## config.mk

```make
export PLATFORM = sky130hd
export DESIGN_NAME = xl_mac
export DESIGN_NICKNAME = d
export VERILOG_FILES = /design/src/rtl/xl_pkg.sv /design/src/rtl/xl_mac.sv
export SDC_FILE = /design/constraint.sdc
export NUM_CORES = 2
export LEC_CHECK = 0
export BUFFER_PORTS_ARGS = -buffer_cell sky130_fd_sc_hd__buf_2
export CAP_MARGIN = 20
export CORE_UTILIZATION = 61
export DETAILED_ROUTE_END_ITERATION = 10
export PLACE_DENSITY = 0.82
export SLEW_MARGIN = 20
export SYNTH_ARGS = -nofsm -noshare
export SYNTH_HDL_FRONTEND = slang
export SYNTH_SLANG_ARGS = --single-unit
```

## constraint.sdc

```tcl
create_clock -name i_clk -period 9.7 [get_ports i_clk]
set_input_delay 0 -clock i_clk [delete_from_list [all_inputs] [get_ports i_clk]]
set_output_delay 0 -clock i_clk [all_outputs]
set_load 0.02 [all_outputs]
```

## src/rtl/xl_pkg.sv

```systemverilog
// Shared constants, codes and types for the cross-correlation lag search.
`timescale 1ns / 1ps
package xl_pkg;
    localparam int DEF_MAX_REF_LEN = 4096;
    localparam int DEF_MAX_SHIFT   = 512;

    localparam int SAMP_W    = 16;
    localparam int DOT_W     = 44;
    localparam int ENG_W     = 43;
    localparam int LAG_W     = 11;
    localparam int Q_W       = 16;
    localparam int CMD_W     = 2;
    localparam int IDX_W     = 13;
    localparam int CFG_IDX_W = 2;
    localparam int CFG_DAT_W = 13;
    localparam int RL_W      = 13;
    localparam int MS_W      = 10;
    // wide product for E*W*t^2 and D^2 << 32
    localparam int PROD_W    = 2 * ENG_W + 32;
    localparam int Q15_ONE   = 32768;
    localparam int Q15_MAX   = 32767;

    localparam logic [CMD_W-1:0] CMD_LOAD_REF  = 2'd0;
    localparam logic [CMD_W-1:0] CMD_LOAD_TEST = 2'd1;
    localparam logic [CMD_W-1:0] CMD_START     = 2'd2;

    localparam logic [CFG_IDX_W-1:0] CFG_REF_LENGTH = 2'd0;
    localparam logic [CFG_IDX_W-1:0] CFG_MAX_SHIFT  = 2'd1;
    localparam logic [CFG_IDX_W-1:0] CFG_STEREO     = 2'd2;

    localparam logic [RL_W-1:0] RL_RESET = 13'd4096;
    localparam logic [MS_W-1:0] MS_RESET = 10'd1;

    typedef struct packed {
        logic valid;
        logic first;
        logic last;
    } t_mac_flags;
endpackage

```

## src/rtl/xl_mac.sv

```systemverilog
// Per-lag multiply-accumulate: dot products, window energies and reference energies.
`timescale 1ns / 1ps
module xl_mac (
    input  logic                              i_clk,
    input  logic                              i_rst_n,
    input  xl_pkg::t_mac_flags                i_flags,
    input  logic signed [xl_pkg::SAMP_W-1:0]  i_ref_l,
    input  logic signed [xl_pkg::SAMP_W-1:0]  i_ref_r,
    input  logic signed [xl_pkg::SAMP_W-1:0]  i_test_l,
    input  logic signed [xl_pkg::SAMP_W-1:0]  i_test_r,
    output logic                              o_done,
    output logic signed [xl_pkg::DOT_W-1:0]   o_dot_l,
    output logic signed [xl_pkg::DOT_W-1:0]   o_dot_r,
    output logic [xl_pkg::ENG_W-1:0]          o_win_l,
    output logic [xl_pkg::ENG_W-1:0]          o_win_r,
    output logic [xl_pkg::ENG_W-1:0]          o_en_l,
    output logic [xl_pkg::ENG_W-1:0]          o_en_r
);
    localparam int PW = 2 * xl_pkg::SAMP_W;

    xl_pkg::t_mac_flags r_pf;
    logic signed [PW-1:0] r_pd_l, r_pd_r, r_sw_l, r_sw_r, r_se_l, r_se_r;

    // product stage
    always_ff @(posedge i_clk) begin
        if (!i_rst_n) begin
            r_pf <= '0;
        end else begin
            r_pf <= i_flags;
        end
        r_pd_l <= i_ref_l * i_test_l;
        r_pd_r <= i_ref_r * i_test_r;
        r_sw_l <= i_test_l * i_test_l;
        r_sw_r <= i_test_r * i_test_r;
        r_se_l <= i_ref_l * i_ref_l;
        r_se_r <= i_ref_r * i_ref_r;
    end

    // accumulate stage; first term restarts the sums
    always_ff @(posedge i_clk) begin
        if (!i_rst_n) begin
            o_done <= 1'b0;
        end else begin
            o_done <= r_pf.valid && r_pf.last;
        end
        if (r_pf.valid) begin
            if (r_pf.first) begin
                o_dot_l <= xl_pkg::DOT_W'(r_pd_l);
                o_dot_r <= xl_pkg::DOT_W'(r_pd_r);
                o_win_l <= xl_pkg::ENG_W'($unsigned(r_sw_l));
                o_win_r <= xl_pkg::ENG_W'($unsigned(r_sw_r));
                o_en_l  <= xl_pkg::ENG_W'($unsigned(r_se_l));
                o_en_r  <= xl_pkg::ENG_W'($unsigned(r_se_r));
            end else begin
                o_dot_l <= o_dot_l + xl_pkg::DOT_W'(r_pd_l);
                o_dot_r <= o_dot_r + xl_pkg::DOT_W'(r_pd_r);
                o_win_l <= o_win_l + xl_pkg::ENG_W'($unsigned(r_sw_l));
                o_win_r <= o_win_r + xl_pkg::ENG_W'($unsigned(r_sw_r));
                o_en_l  <= o_en_l + xl_pkg::ENG_W'($unsigned(r_se_l));
                o_en_r  <= o_en_r + xl_pkg::ENG_W'($unsigned(r_se_r));
            end
        end
    end
endmodule

```

### After elaboration in Yosys (flattened, before gate mapping)

Cells that the tools add are included.

* reductions and logical operators: 1
* add/sub/neg operators: 6
* mux-type cells: 6
* multiply operators: 6

Operator list (number)
* multiplier 16 x 16 -> 32 bit: 6
* adder 43 x 32 -> 43 bit: 4
* 2-to-1 mux 32 bit: 4
* adder 44 x 32 -> 44 bit: 2
* 2-to-1 mux 44 bit: 2
* logical AND 1 bit: 1

* input port bits: 69
* output and inout bits: 261
* flip-flop bits (word level): 456
* word-level logic and storage cells: 39

### Longest topological paths before layout

* depth in word-level cells: 2
* mapped depth: 27
* depth with buffers taken out: 26

### Worst setup path before layout

OpenSTA, ideal clock, no wires.

* path kind: register to register
* start: reg r_pf[2] (netlist bit)
* end: reg o_done
* data arrival time: 6632 ps
* cell stages (with the launch flop): 2
* data required time: 9604 ps
* buffers on the path: 0
* setup time: 96 ps
* slack: 2972 ps
* period minus slack after synthesis: 6728 ps
* path through: dfxtp_1 -> and3_1

* cells in the longest elaborated chain, start to end: 1

RTL lines
* from (decl): line xl_mac.sv:21 `xl_pkg::t_mac_flags r_pf;`
* from (signal assigned): line xl_mac.sv:29 `r_pf <= i_flags;`
* logical AND 1 bit: line xl_mac.sv:44 `o_done <= r_pf.valid && r_pf.last;`
* to (signal assigned): line xl_mac.sv:44
* to (decl): line xl_mac.sv:11 `output logic o_done,`

No other way between the ends.
A chain may end at the register's enable or synchronous reset.

### Worst setup path in the final report

* start: in i_ref_l[2] (netlist bit)
* end: reg r_se_l[31]

* cells in the longest elaborated chain, start to end: 1

RTL lines
* from (decl): line xl_mac.sv:7 `input logic signed [xl_pkg::SAMP_W-1:0] i_ref_l,`
* multiplier 16 x 16 -> 32 bit: line xl_mac.sv:35 `r_se_l <= i_ref_l * i_ref_l;`
* to (signal assigned): line xl_mac.sv:35
* to (decl): line xl_mac.sv:22 `logic signed [PW-1:0] r_pd_l, r_pd_r, r_sw_l, r_sw_r, r_se_l, r_se_r;`

No other way between the ends.

==> results.cfg <==
[detailed_routing]
drtIter0Drc = 4234
avgViaCountPerCell = 5.62
drc_errors = 0
drt_first_pass_iters = 6
wire_per_inst_um = 18.4
vias = 58783
drt_wl_total_um = 192000
ant_nets = 0

[global_route]
grt_pass1_vias = 63463
grt_start_max_net_pins = 192
grt_overflow = 0
grtUsageTotal_pct = 30.1
grt_pass1_wl_um = 320000
antenna_found_initial = 13

[timing]
finalCriticalPeriod_ps = 6800
slew_viol_final = 0
setup_viol = 0
finalHoldViolations = 0
slew_headroom_pct = 32.0
finalClockSkew_ps = 29.5
fin_crit_sh_pct = 70.1
tns_ps = 0
timing.fmax_ghz = 0.147
setup_ws_ps = 2900
max_slew.worst_pin.slew_ps = 1020
grt_setup_unrepaired = no

[setup_path]
reg2reg_from = o_win_r[10]
crit_type = in2reg
critPathRequiredTime_ps = 10270
cp-start-kind = input pin
reg2reg_depth = 12
reg2reg_setup_slack_ps = 5290
critPathCaptureType = register
reg2reg_to = o_win_r[35]
crit_fanout = 28
critPathArrivalTime_ps = 7370

[min_path]
hold_path_end = r_se_l[2]
min_from = i_ref_l[1]
hold_path_class = in2reg
min_delay_path_depth = 2

[die]
initial_core_util_pct = 61.6
row_count = 132
dieArea_um2 = 132000
core-area_um2 = 130000
die_y_um = 364
die_w_um = 364
io_pins = 330

[clock_network]
cts_root_buf = clkbuf_16
cts_max_path_buffers = 3
cts_tree = done
cts_setup_buffers = 0
htree_levels = 2
cts_buffers = 56
cts.sinks = 452
post_cts_resized = 0
clk_pin_slew_worst_paths_ps = 60
clock_latency_ps = 660
cts_hold_buffers = 11

[outcome]
outcome = completed

[final_layout]
drive_gt1_share_pct = 6.21
final_area_um2 = 84900
finish.utilization_pct = 65.5
finalNetCount = 10942
area_growth_pct = 6.34

[logic_synthesis]
synth_top_area_cell = fa_1
synthArstFlopShare_pct = 0
yosysWarnings = 0
synthCells = 8524
synth_edf_count = 260
synth.top_cells.by_area = fa_1 37%, ha_1 12%, edfxtp_1 9.8%, inv_1 9.0%, dfxtp_1 4.8%
synth.distinct_cells = 95
syn_area_um2 = 79800
synth_ff_type = edfxtp_1
ys_seq_elements = 452
synth_seq_area_share_pct = 14.6
synth.top_cell.area_share_pct = 36.6
syn_nets = 10796
synth_area_per_cell_um2 = 9.36

[placement]
gp_congestion = 0.912
dp_slack_ps = 2310
port_buffers = 329
hpwlAfterDp_um = 154000
placed_cell_area_um2 = 82800

[job]
cap_violations = 0
[placed cells by master (no fill, tap or decap), types with 11 or more instances in the layout]
cell	instances
mux2_2	14
nand2b_1	48
inv_1	1906
a31o_2	21
xnor2_1	301
dfxtp_1	190
ha_1	742
nand4_1	36
a211o_1	13
o21ai_0	322
edfxtp_1	260
o31ai_1	16
nand3_1	58
o211ai_1	18
nor3_1	51
o21bai_1	60
or3_1	27
clkbuf_16	62
a211oi_1	26
a21o_1	184
xor2_1	168
clkinv_1	14
or2_2	18
nor2b_1	52
dlygate4sd3_1	11
and3_1	48
nor2_1	366
buf_4	18
a31oi_1	38
clkinv_2	12
o21a_1	52
a21oi_1	304
o21ai_1	14
and2_1	365
buf_2	329
nand2_1	869
fa_1	1461
[sequential cells by signal, indices dropped and copies added, names as in the netlist]
| signal | count |
|---|---|
| o_done | 1 |
| o_dot_l | 44 |
| o_dot_r | 44 |
| o_en_l | 43 |
| o_en_r | 43 |
| o_win_l | 43 |
| o_win_r | 43 |
| r_pd_l | 32 |
| r_pd_r | 32 |
| r_pf | 3 |
| r_se_l | 31 |
| r_se_r | 31 |
| r_sw_l | 31 |
| r_sw_r | 31 |
[logic make-up after synthesis]
logic type | share of synthesized area [%]
xor+xnor | 5.15
flops | 14.6
fa+ha+maj | 48.3
compound gates | 9.64
simple gates | 11.7
mux | 0.329
buf+inv | 10.3
[area by class of cell]
type	instances	area, um2
clock inverter	39	348
multi-input combinational	5882	60000
antenna	7	17.5
tap	1742	2180
timing repair buffer	360	1930
fill	10041	44800
clock buffer	65	1580
sequential	452	11700
inverter	1918	7200
[layer usage]
| metal | vias up | track usage [%] | wire [um] |
|---|---|---|---|
| met1 | 29316 | 39.5 | 78600 |
| li1 | 26817 | - | - |
| met2 | 2197 | 50.1 | 91700 |
| met3 | 437 | 5.98 | 15600 |
| met5 | - | 0 | 116 |
| met4 | 16 | 10.0 | 6390 |
[cells in the mapped netlist, types with 192 or more instances]
master    instances
xnor2_1         301
ha_1            742
inv_1          1906
o21ai_0         322
nand2_1         869
dfxtp_1         192
and2_1          365
a21oi_1         304
clkbuf_1        259
fa_1           1461
nor2_1          366
edfxtp_1        260
[critical path: stages]
cell and delay [ps]:
buf_2 540, clkinv_1 660, nor2_1 420, fa_1 620, fa_1 890, fa_1 520
fa_1 510, fa_1 510, inv_1 60, fa_1 480, inv_1 40, ha_1 320
and3_1 230, a221o_1 390, or3_1 350, o2111a_1 270, o31a_1 280, nor2_1 120
xnor2_1 130
[worst max path at each step]
stage	startpoint	end	slack, ps
finish	i_ref_l[2]	r_se_l[31]	2900
floorplan	r_pf[2]	o_done	2970
global placement	i_ref_l[2]	r_se_l[31]	2580
detailed placement	i_ref_l[2]	r_se_l[31]	2310
CTS	i_ref_l[2]	r_se_l[31]	2990
global route	i_ref_r[15]	r_pd_r[31]	2520
[through the flow]
stage	hold slack [ps]	std cells
6_report	88.2	10465
5_1_grt	85.1	10464
4_1_cts	33.2	10458
3_5_place_dp	202	10343
3_3_place_gp	209	10343
2_1_floorplan	27.7	8524
Power is not shown: default switching activity piles up to over one toggle a cycle in this logic, so the estimate is an artifact.
