File: config.mk
export PLATFORM = sky130hd
export DESIGN_NAME = xl_corr
export DESIGN_NICKNAME = d
export VERILOG_FILES = /design/src/rtl/xl_pkg.sv /design/src/rtl/xl_corr.sv
export SDC_FILE = /design/constraint.sdc
export NUM_CORES = 2
export LEC_CHECK = 0
export BUFFER_PORTS_ARGS = -buffer_cell sky130_fd_sc_hd__buf_2
export CAP_MARGIN = 20
export CORE_MARGIN = 2
export CORE_UTILIZATION = 60
export CTS_CLUSTER_SIZE = 28
export DETAILED_ROUTE_END_ITERATION = 7
export PLACE_DENSITY = 0.87
export SYNTH_ARGS = -nofsm -noshare
export SYNTH_HDL_FRONTEND = slang
export SYNTH_SLANG_ARGS = --single-unit
File: constraint.sdc
create_clock -name i_clk -period 35.8 [get_ports i_clk]
set_input_delay 3.58 -clock i_clk [delete_from_list [all_inputs] [get_ports i_clk]]
set_output_delay 3.58 -clock i_clk [all_outputs]
set_load 0.02 [all_outputs]
File: src/rtl/xl_pkg.sv
// Shared constants, codes and types for the cross-correlation lag search.
`timescale 1ns / 1ps
package xl_pkg;
    localparam int DEF_MAX_REF_LEN = 4096;
    localparam int DEF_MAX_SHIFT   = 512;

    localparam int SAMP_W    = 16;
    localparam int DOT_W     = 44;
    localparam int ENG_W     = 43;
    localparam int LAG_W     = 11;
    localparam int Q_W       = 16;
    localparam int CMD_W     = 2;
    localparam int IDX_W     = 13;
    localparam int CFG_IDX_W = 2;
    localparam int CFG_DAT_W = 13;
    localparam int RL_W      = 13;
    localparam int MS_W      = 10;
    // wide product for E*W*t^2 and D^2 << 32
    localparam int PROD_W    = 2 * ENG_W + 32;
    localparam int Q15_ONE   = 32768;
    localparam int Q15_MAX   = 32767;

    localparam logic [CMD_W-1:0] CMD_LOAD_REF  = 2'd0;
    localparam logic [CMD_W-1:0] CMD_LOAD_TEST = 2'd1;
    localparam logic [CMD_W-1:0] CMD_START     = 2'd2;

    localparam logic [CFG_IDX_W-1:0] CFG_REF_LENGTH = 2'd0;
    localparam logic [CFG_IDX_W-1:0] CFG_MAX_SHIFT  = 2'd1;
    localparam logic [CFG_IDX_W-1:0] CFG_STEREO     = 2'd2;

    localparam logic [RL_W-1:0] RL_RESET = 13'd4096;
    localparam logic [MS_W-1:0] MS_RESET = 10'd1;

    typedef struct packed {
        logic valid;
        logic first;
        logic last;
    } t_mac_flags;
endpackage

File: src/rtl/xl_corr.sv
// Normalized correlation in Q1.15: shift-add multiplier plus bitwise search for the quotient.
`timescale 1ns / 1ps
module xl_corr (
    input  logic                             i_clk,
    input  logic                             i_rst_n,
    input  logic                             i_start,
    input  logic signed [xl_pkg::DOT_W-1:0]  i_dot,
    input  logic [xl_pkg::ENG_W-1:0]         i_e,
    input  logic [xl_pkg::ENG_W-1:0]         i_w,
    output logic                             o_done,
    output logic signed [xl_pkg::Q_W-1:0]    o_q
);
    localparam int PW  = xl_pkg::PROD_W;
    localparam int EW  = xl_pkg::ENG_W;
    localparam int C_W = $clog2(EW);

    localparam logic [2:0] C_IDLE = 3'd0;
    localparam logic [2:0] C_MP   = 3'd1;
    localparam logic [2:0] C_MD   = 3'd2;
    localparam logic [2:0] C_TT   = 3'd3;
    localparam logic [2:0] C_MT   = 3'd4;
    localparam logic [2:0] C_CMP  = 3'd5;
    localparam logic [2:0] C_DONE = 3'd6;

    logic [2:0]    r_state;
    logic          r_neg;
    logic [EW-1:0] r_mag;
    logic [PW-1:0] r_p, r_rhs, r_ma, r_macc;
    logic [EW-1:0] r_mb;
    logic [C_W-1:0] r_cnt;
    logic [15:0]   r_lo, r_cand;
    logic [3:0]    r_bit;

    logic [PW-1:0] n_macc;
    logic          w_last;
    logic [15:0]   w_cand;
    logic [16:0]   w_t;
    logic [33:0]   w_tt;

    assign n_macc = r_mb[0] ? r_macc + r_ma : r_macc;
    assign w_last = (r_cnt == C_W'(EW - 1));
    assign w_cand = r_lo | (16'd1 << r_bit);
    assign w_t    = {w_cand, 1'b0} - 17'd1;
    assign w_tt   = w_t * w_t;

    always_ff @(posedge i_clk) begin
        if (!i_rst_n) begin
            r_state <= C_IDLE;
            o_done  <= 1'b0;
        end else begin
            o_done <= 1'b0;
            unique case (r_state)
                C_IDLE: begin
                    if (i_start) begin
                        if (i_e == '0 || i_w == '0) begin
                            o_q    <= xl_pkg::Q_W'(xl_pkg::Q15_MAX);
                            o_done <= 1'b1;
                        end else begin
                            r_neg   <= i_dot[xl_pkg::DOT_W-1];
                            r_mag   <= EW'(i_dot[xl_pkg::DOT_W-1] ? -i_dot : i_dot);
                            r_ma    <= PW'(i_e);
                            r_mb    <= i_w;
                            r_macc  <= '0;
                            r_cnt   <= '0;
                            r_state <= C_MP;
                        end
                    end
                end
                C_MP, C_MD, C_MT: begin
                    r_macc <= n_macc;
                    r_ma   <= r_ma << 1;
                    r_mb   <= r_mb >> 1;
                    r_cnt  <= r_cnt + 1'b1;
                    if (w_last) begin
                        if (r_state == C_MP) begin
                            r_p     <= n_macc;
                            r_ma    <= PW'(r_mag);
                            r_mb    <= r_mag;
                            r_macc  <= '0;
                            r_cnt   <= '0;
                            r_state <= C_MD;
                        end else if (r_state == C_MD) begin
                            r_rhs   <= n_macc << 32;
                            r_lo    <= '0;
                            r_bit   <= 4'd15;
                            r_state <= C_TT;
                        end else begin
                            r_state <= C_CMP;
                        end
                    end
                end
                C_TT: begin
                    if (17'(w_cand) > 17'(xl_pkg::Q15_ONE)) begin
                        if (r_bit == '0) begin
                            r_state <= C_DONE;
                        end else begin
                            r_bit <= r_bit - 1'b1;
                        end
                    end else begin
                        r_cand  <= w_cand;
                        r_ma    <= r_p;
                        r_mb    <= EW'(w_tt);
                        r_macc  <= '0;
                        r_cnt   <= '0;
                        r_state <= C_MT;
                    end
                end
                C_CMP: begin
                    if (r_macc <= r_rhs) begin
                        r_lo <= r_cand;
                    end
                    if (r_bit == '0) begin
                        r_state <= C_DONE;
                    end else begin
                        r_bit   <= r_bit - 1'b1;
                        r_state <= C_TT;
                    end
                end
                C_DONE: begin
                    if (r_neg) begin
                        o_q <= $signed(~r_lo + 16'd1);
                    end else if (17'(r_lo) > 17'(xl_pkg::Q15_MAX)) begin
                        o_q <= xl_pkg::Q_W'(xl_pkg::Q15_MAX);
                    end else begin
                        o_q <= $signed(r_lo);
                    end
                    o_done  <= 1'b1;
                    r_state <= C_IDLE;
                end
                default: r_state <= C_IDLE;
            endcase
        end
    end
endmodule

# Yosys cells after proc, flatten, opt, wreduce, memory -nomap -nowiden
# Cells that the tools add are included.
dict set report op_classes {
  mul 1
  shift 1
  n_eq_ne 17
  reduce_logical 19
  muxes 54
  bitwise_logic 5
  addsub 6
  n_lt_le_gt_ge 3
}
# operator count
set ops {}
lappend ops {{$mux W118} 11}
lappend ops {{$pmux W118 S3} 2}
lappend ops {{$mux W43} 6}
lappend ops {{$pmux W43 S3} 1}
lappend ops {{$mux W16} 8}
lappend ops {{$add A118 B118 Y118} 1}
lappend ops {{$le A118 B118 Y1} 1}
lappend ops {{$logic_not A43 Y1} 2}
lappend ops {{$pmux W16 S2} 2}
lappend ops {{$neg A43 Y43} 1}
lappend ops {{$mul A17 B17 Y34} 1}
lappend ops {{$mux W6} 5}
lappend ops {{$mux W3} 8}
lappend ops {{$mux W4} 5}
lappend ops {{$ne A2 B2 Y1 const B} 9}
lappend ops {{$pmux W6 S3} 1}
lappend ops {{$sub A17 B1 Y17 const B} 1}
lappend ops {{$add A16 B1 Y16 const B} 1}
lappend ops {{$gt A16 B15 Y1 const B} 1}
lappend ops {{$gt A16 B16 Y1 const B} 1}
lappend ops {{$not A16 Y16} 1}
lappend ops {{$or A16 B16 Y16} 1}
lappend ops {{$reduce_and A4 Y1} 4}
lappend ops {{$shl A1 B4 Y16 const A} 1}
lappend ops {{21 further kinds} 31}
dict set report word_totals {
  elab_cells 120
  regBits 589
  inputBits 133
  out_inout_bits 17
}

# Longest topological paths before layout
dict set report depth {
  word_depth 6
  depth_mapped 35
  mapped_depth_nobuf 34
}

# Least setup slack after synthesis
# Ideal clock, no wire load.
dict set report synth_path {
  path_kind {input-to-reg}
  startpoint {input port i_e[40] in the netlist's numbering}
  endpoint {register r_cnt[0], enable pin}
  path_slack_ns 9.642
  path_stages 6
  setup_ns 1.353
  path_buffers 0
  required_ns 34.447
  arrival_time_ns 24.806
  path_cell_list {nor4_1 nand4_1 nor3_1 a41oi_1 a21oi_1 a211oi_1}
}
dict set report synth_between {
  elab_chain_len 4
}
# item line_no
set synth_rtl {}
lappend synth_rtl {{start: declaration} xl_corr.sv:8} ;# input logic [xl_pkg::ENG_W-1:0] i_e,
lappend synth_rtl {{$logic_not A43 Y1} xl_corr.sv:55} ;# if (i_e == '0 || i_w == '0) begin
lappend synth_rtl {{$logic_or A1 B1 Y1} xl_corr.sv:55}
lappend synth_rtl {{$ne A2 B2 Y1 (no source line)} --}
lappend synth_rtl {{$reduce_and A5 Y1 (no source line)} --}
lappend synth_rtl {{end signal: assignment} xl_corr.sv:73} ;# r_cnt <= r_cnt + 1'b1;
lappend synth_rtl {{end: declaration} xl_corr.sv:30} ;# logic [C_W-1:0] r_cnt;
# Every way passes these cells.
# A chain may end at the register's enable or synchronous reset.

# Worst setup path after layout
dict set report layout_path {
  startpoint {register r_bit[0]}
  endpoint {register r_mb[30] (data pin)}
}
dict set report layout_between {
  elab_chain_len 6
}
# item line_no
set layout_rtl {}
lappend layout_rtl {{start: declaration} xl_corr.sv:32} ;# logic [3:0] r_bit;
lappend layout_rtl {{start signal: assignment} xl_corr.sv:97} ;# r_bit <= r_bit - 1'b1;
lappend layout_rtl {{start signal: assignment} xl_corr.sv:115} ;# r_bit <= r_bit - 1'b1;
lappend layout_rtl {{$shl A1 B4 Y16} xl_corr.sv:42} ;# assign w_cand = r_lo | (16'd1 << r_bit);
lappend layout_rtl {{$or A16 B16 Y16} xl_corr.sv:42}
lappend layout_rtl {{via w_cand[0]} xl_corr.sv:36} ;# logic [15:0] w_cand;
lappend layout_rtl {{$sub A17 B1 Y17} xl_corr.sv:43} ;# assign w_t = {w_cand, 1'b0} - 17'd1;
lappend layout_rtl {{$mul A17 B17 Y34} xl_corr.sv:44} ;# assign w_tt = w_t * w_t;
lappend layout_rtl {{$mux W43} xl_corr.sv:93} ;# if (17'(w_cand) > 17'(xl_pkg::Q15_ONE)) begin
lappend layout_rtl {{$pmux W43 S3} xl_corr.sv:52} ;# unique case (r_state)
lappend layout_rtl {{end signal: assignment} xl_corr.sv:62} ;# r_mb <= i_w;
lappend layout_rtl {{end signal: assignment} xl_corr.sv:72} ;# r_mb <= r_mb >> 1;
lappend layout_rtl {{end signal: assignment} xl_corr.sv:102} ;# r_mb <= EW'(w_tt);
lappend layout_rtl {{end: declaration} xl_corr.sv:29} ;# logic [EW-1:0] r_mb;
# The timed path passes the listed nets, and every way through them passes these cells. The select of a mux whose other input is x is not followed.

==> reports/results.txt <==
CP peak stage delay: 0.84 ns
GRT overflow: 0
DRC errors left: 0
post-CTS sizing: 0
Slew Limit Headroom: 18.4%
Sw Ratio: 44.9%
Clock Sinks: 589
CTS H-tree lvls: 2
Chip Width: 271 um
setup total negative slack: 0 ns
IO Port Bufs: 149
CP max FO: 13
number of standard cells in the final layout excluding fillers: 5266
FP Rows: 98
clock buffer count from CTS: 59
clock skew: 0.0205 ns
core region area: 71100 um2
critical path data required time: 36.16 ns
Worst-path clk slew: 0.07 ns
Sw Pwr: 1.82 mW
register area share after synthesis: 41.1%
Die Y: 271 um
# setup viols final: 0
synthesized net count: 4859
status: complete, no violations
Leakage Power: 19.4 nW
Routed Antenna Nets: 0
global-route wire length before repair: 192 mm
Syn. warnings: 0
Crit path buffers/inverters: 9
largest net degree at the start of global routing: 171
commonest non-fill, non-tap cells in the layout: edfxtp_1 (585), nand2_1 (454), inv_1 (408), a21oi_1 (346), ha_1 (314)
#FFs+latches synth: 589
Max Slew Vio Count: 0
Root Driver: clkbuf_16
top cells by area, synth: edfxtp_1 (41%), ha_1 (9.2%), fa_1 (9.0%)
Starting Density: 60.3%
Final Cycle Share: 29.6%
Inst Count DP: 5160
CTS tree: built
Clock Latency Late Sink: 0.66 ns
crit path max-delay cell type: xnor2_1
Max Root-Sink Buffers: 3
Flop pwr share: 29.0%
Clock Power Share: 14.6%
HP Class: flip-flop to flip-flop
Hold Path Stages: 1
number of global-route vias before repair: 33247
Max Cap Viol: 0
internal cell power: 2.24 mW
worst setup path category: flip-flop to flip-flop
Worst VDD drop: 0.0638 mV
WL final: 125 mm
Synth top area share: 40.9%
Worst-Margin Slew: 1.21 ns
Ports: 150
Critical Path End Type: flip-flop
worst reg2reg startpoint: r_bit[0]$_SDFFCE_PN1P_
First-pass DRT Iterations: 8
Critical Path AT: 10.95 ns
synthesized instance count: 4220
Fmax achieved: 0.0944 GHz
Post-CTS Hold Buffers: 0
crit start category: flip-flop
post-DP HPWL: 94.2 mm
layout cells sized above 1: 9.49%
Syn Area/Cell: 10.2 um2
wire length per cell: 23.7 um
Final Hold Fails: 0
cell taking the most area after synthesis: edfxtp_1
commonest non-fill, non-tap cell in the layout: edfxtp_1
P&R area growth vs syn: 7.88%
global placement routability congestion: 0.999
Post-synth EDFFs: 585
start point of the worst hold path: r_p[60]$_DFFE_PP_
vias per cell: 6.45
combinational share of power: 56.5%
hold path endpoint: r_ma[60]$_DFFE_PP_
drt first-iter violations: 4357
die area: 73700 um2
Final Power: 4.06 mW
flop2flop setup slack: 25.21 ns
WHS: 0.536 ns
Post-synth top flop: edfxtp_1
cell family with most CP delay: adder cells
fillcell total: 5413
async set-reset flop share out of synthesis: 0%
min cycle time layout: 10.59 ns
r2r worst-path depth: 31
RSZ-0062 raised after global routing: no
Yosys cell types: 74
r2r endpoint: r_mb[30]$_DFFE_PP_
initial antenna violation count: 3
Synth Cell Area: 42900 um2
pwr/cell area: 87.7 nW/um2
Tot GR Track Use: 33.5%
crit-path most repeated cell: inv_1
final net count: 4911
routed via count: 33971
post-CTS setup repair buffer count: 0
[stage by stage]
step	area, um2	utilization [%]	worst slack, ns
2_1_floorplan	42900	-	9.64
3_3_place_gp	44400	62.5	25.99
3_5_place_dp	44500	62.5	25.61
4_1_cts	46200	65.0	25.55
5_1_grt	46300	65.1	24.69
6_report	46300	65.1	25.21
[synthesized netlist by cell type, types with 19 or more instances]
| library cell | instances |
|---|---|
| nor4_1 | 34 |
| o21a_1 | 19 |
| or3_1 | 20 |
| nor3_1 | 42 |
| nor2_1 | 217 |
| xnor2_1 | 136 |
| o21ai_0 | 189 |
| inv_1 | 408 |
| fa_1 | 192 |
| nand2_1 | 455 |
| xor2_1 | 69 |
| mux2_2 | 103 |
| nand2b_1 | 34 |
| nand4_1 | 111 |
| and3_1 | 41 |
| a21oi_1 | 346 |
| edfxtp_1 | 585 |
| o21bai_1 | 41 |
| a22o_1 | 79 |
| nand3_1 | 74 |
| a31oi_1 | 41 |
| a221o_1 | 29 |
| nor2b_1 | 24 |
| a21o_1 | 103 |
| o211ai_1 | 23 |
| ha_1 | 314 |
| clkbuf_1 | 177 |
| and2_1 | 113 |
| o31ai_1 | 29 |
[routing by layer]
metal	up-vias	global-route usage (%)	routed length (um)	share of wire, %
li1	15240	-	-	-
met1	16376	45.2	48100	39
met2	2010	52.9	56400	45
met3	345	5.65	13100	11
met4	0	16.6	7070	5.7
met5	-	0	0	0
[power by group through the flow]
| stage | combinational, mW | sequential (mW) | clock, mW |
|---|---|---|---|
| after detailed placement | 2.22 | 1.18 | 0 |
| after global placement | 2.15 | 1.18 | 0 |
| after floorplan | 1.62 | 1.17 | 0 |
| after global routing | 2.49 | 1.18 | 0.619 |
| final | 2.29 | 1.18 | 0.591 |
| after CTS | 2.24 | 1.17 | 0.593 |
[logic make-up after synthesis]
group	count (synthesis)	share of synthesized area, %
AO/OA/AOI/OAI	995	14.8
buffers and inverters	608	5.33
AND/OR/NAND/NOR	1208	13.6
adder cells (fa/ha/maj)	506	18.1
XOR/XNOR	205	4.19
flip-flops	589	41.1
multiplexers	109	2.84
[worst reg2reg max path, delay by kind of cell (launching register included)]
kind / cells / cell delay, ns
flip-flops: 1 / 0.39
XOR/XNOR: 2 / 0.99
adder cells (fa/ha/maj): 8 / 3.49
AO/OA/AOI/OAI: 6 / 1.88
buffers and inverters: 9 / 1.65
AND/OR/NAND/NOR: 6 / 1.92
[flip-flops by register name (all words and copies together), names as in the netlist]
register / flops
r_macc: 118
r_state: 3
r_ma: 118
o_q: 16
r_mag: 43
r_cand: 16
r_p: 118
r_cnt: 6
r_neg: 1
r_bit: 4
r_rhs: 86
r_lo: 16
o_done: 1
r_mb: 43
[area by class of cell]
class                   count  area (um2)  share of cell area, %
clock inverters            34         264                  0.570
multi-input cells        3023       23000                   49.8
well taps                 950        1190                   2.57
flip-flops and latches    589       17600                   38.1
inverters                 416        1560                   3.37
clock buffers              67        1510                   3.25
repair buffers            183        1060                   2.28
diodes                      4        10.0                 0.0216
[worst max path at each step]
stage	start	to	slack (ns)	cells past startpoint
after floorplan	i_e[40]	r_cnt[0]$_SDFFCE_PN0P_	9.64	6
after global placement	r_bit[0]$_SDFFCE_PN1P_	r_mb[30]$_DFFE_PP_	25.99	30
after detailed placement	r_bit[0]$_SDFFCE_PN1P_	r_mb[30]$_DFFE_PP_	25.61	31
after CTS	r_bit[0]$_SDFFCE_PN1P_	r_mb[30]$_DFFE_PP_	25.55	31
after global routing	r_bit[0]$_SDFFCE_PN1P_	r_mb[30]$_DFFE_PP_	24.69	30
final	r_bit[0]$_SDFFCE_PN1P_	r_mb[30]$_DFFE_PP_	25.21	31
(Power assumes the default switching activity.)
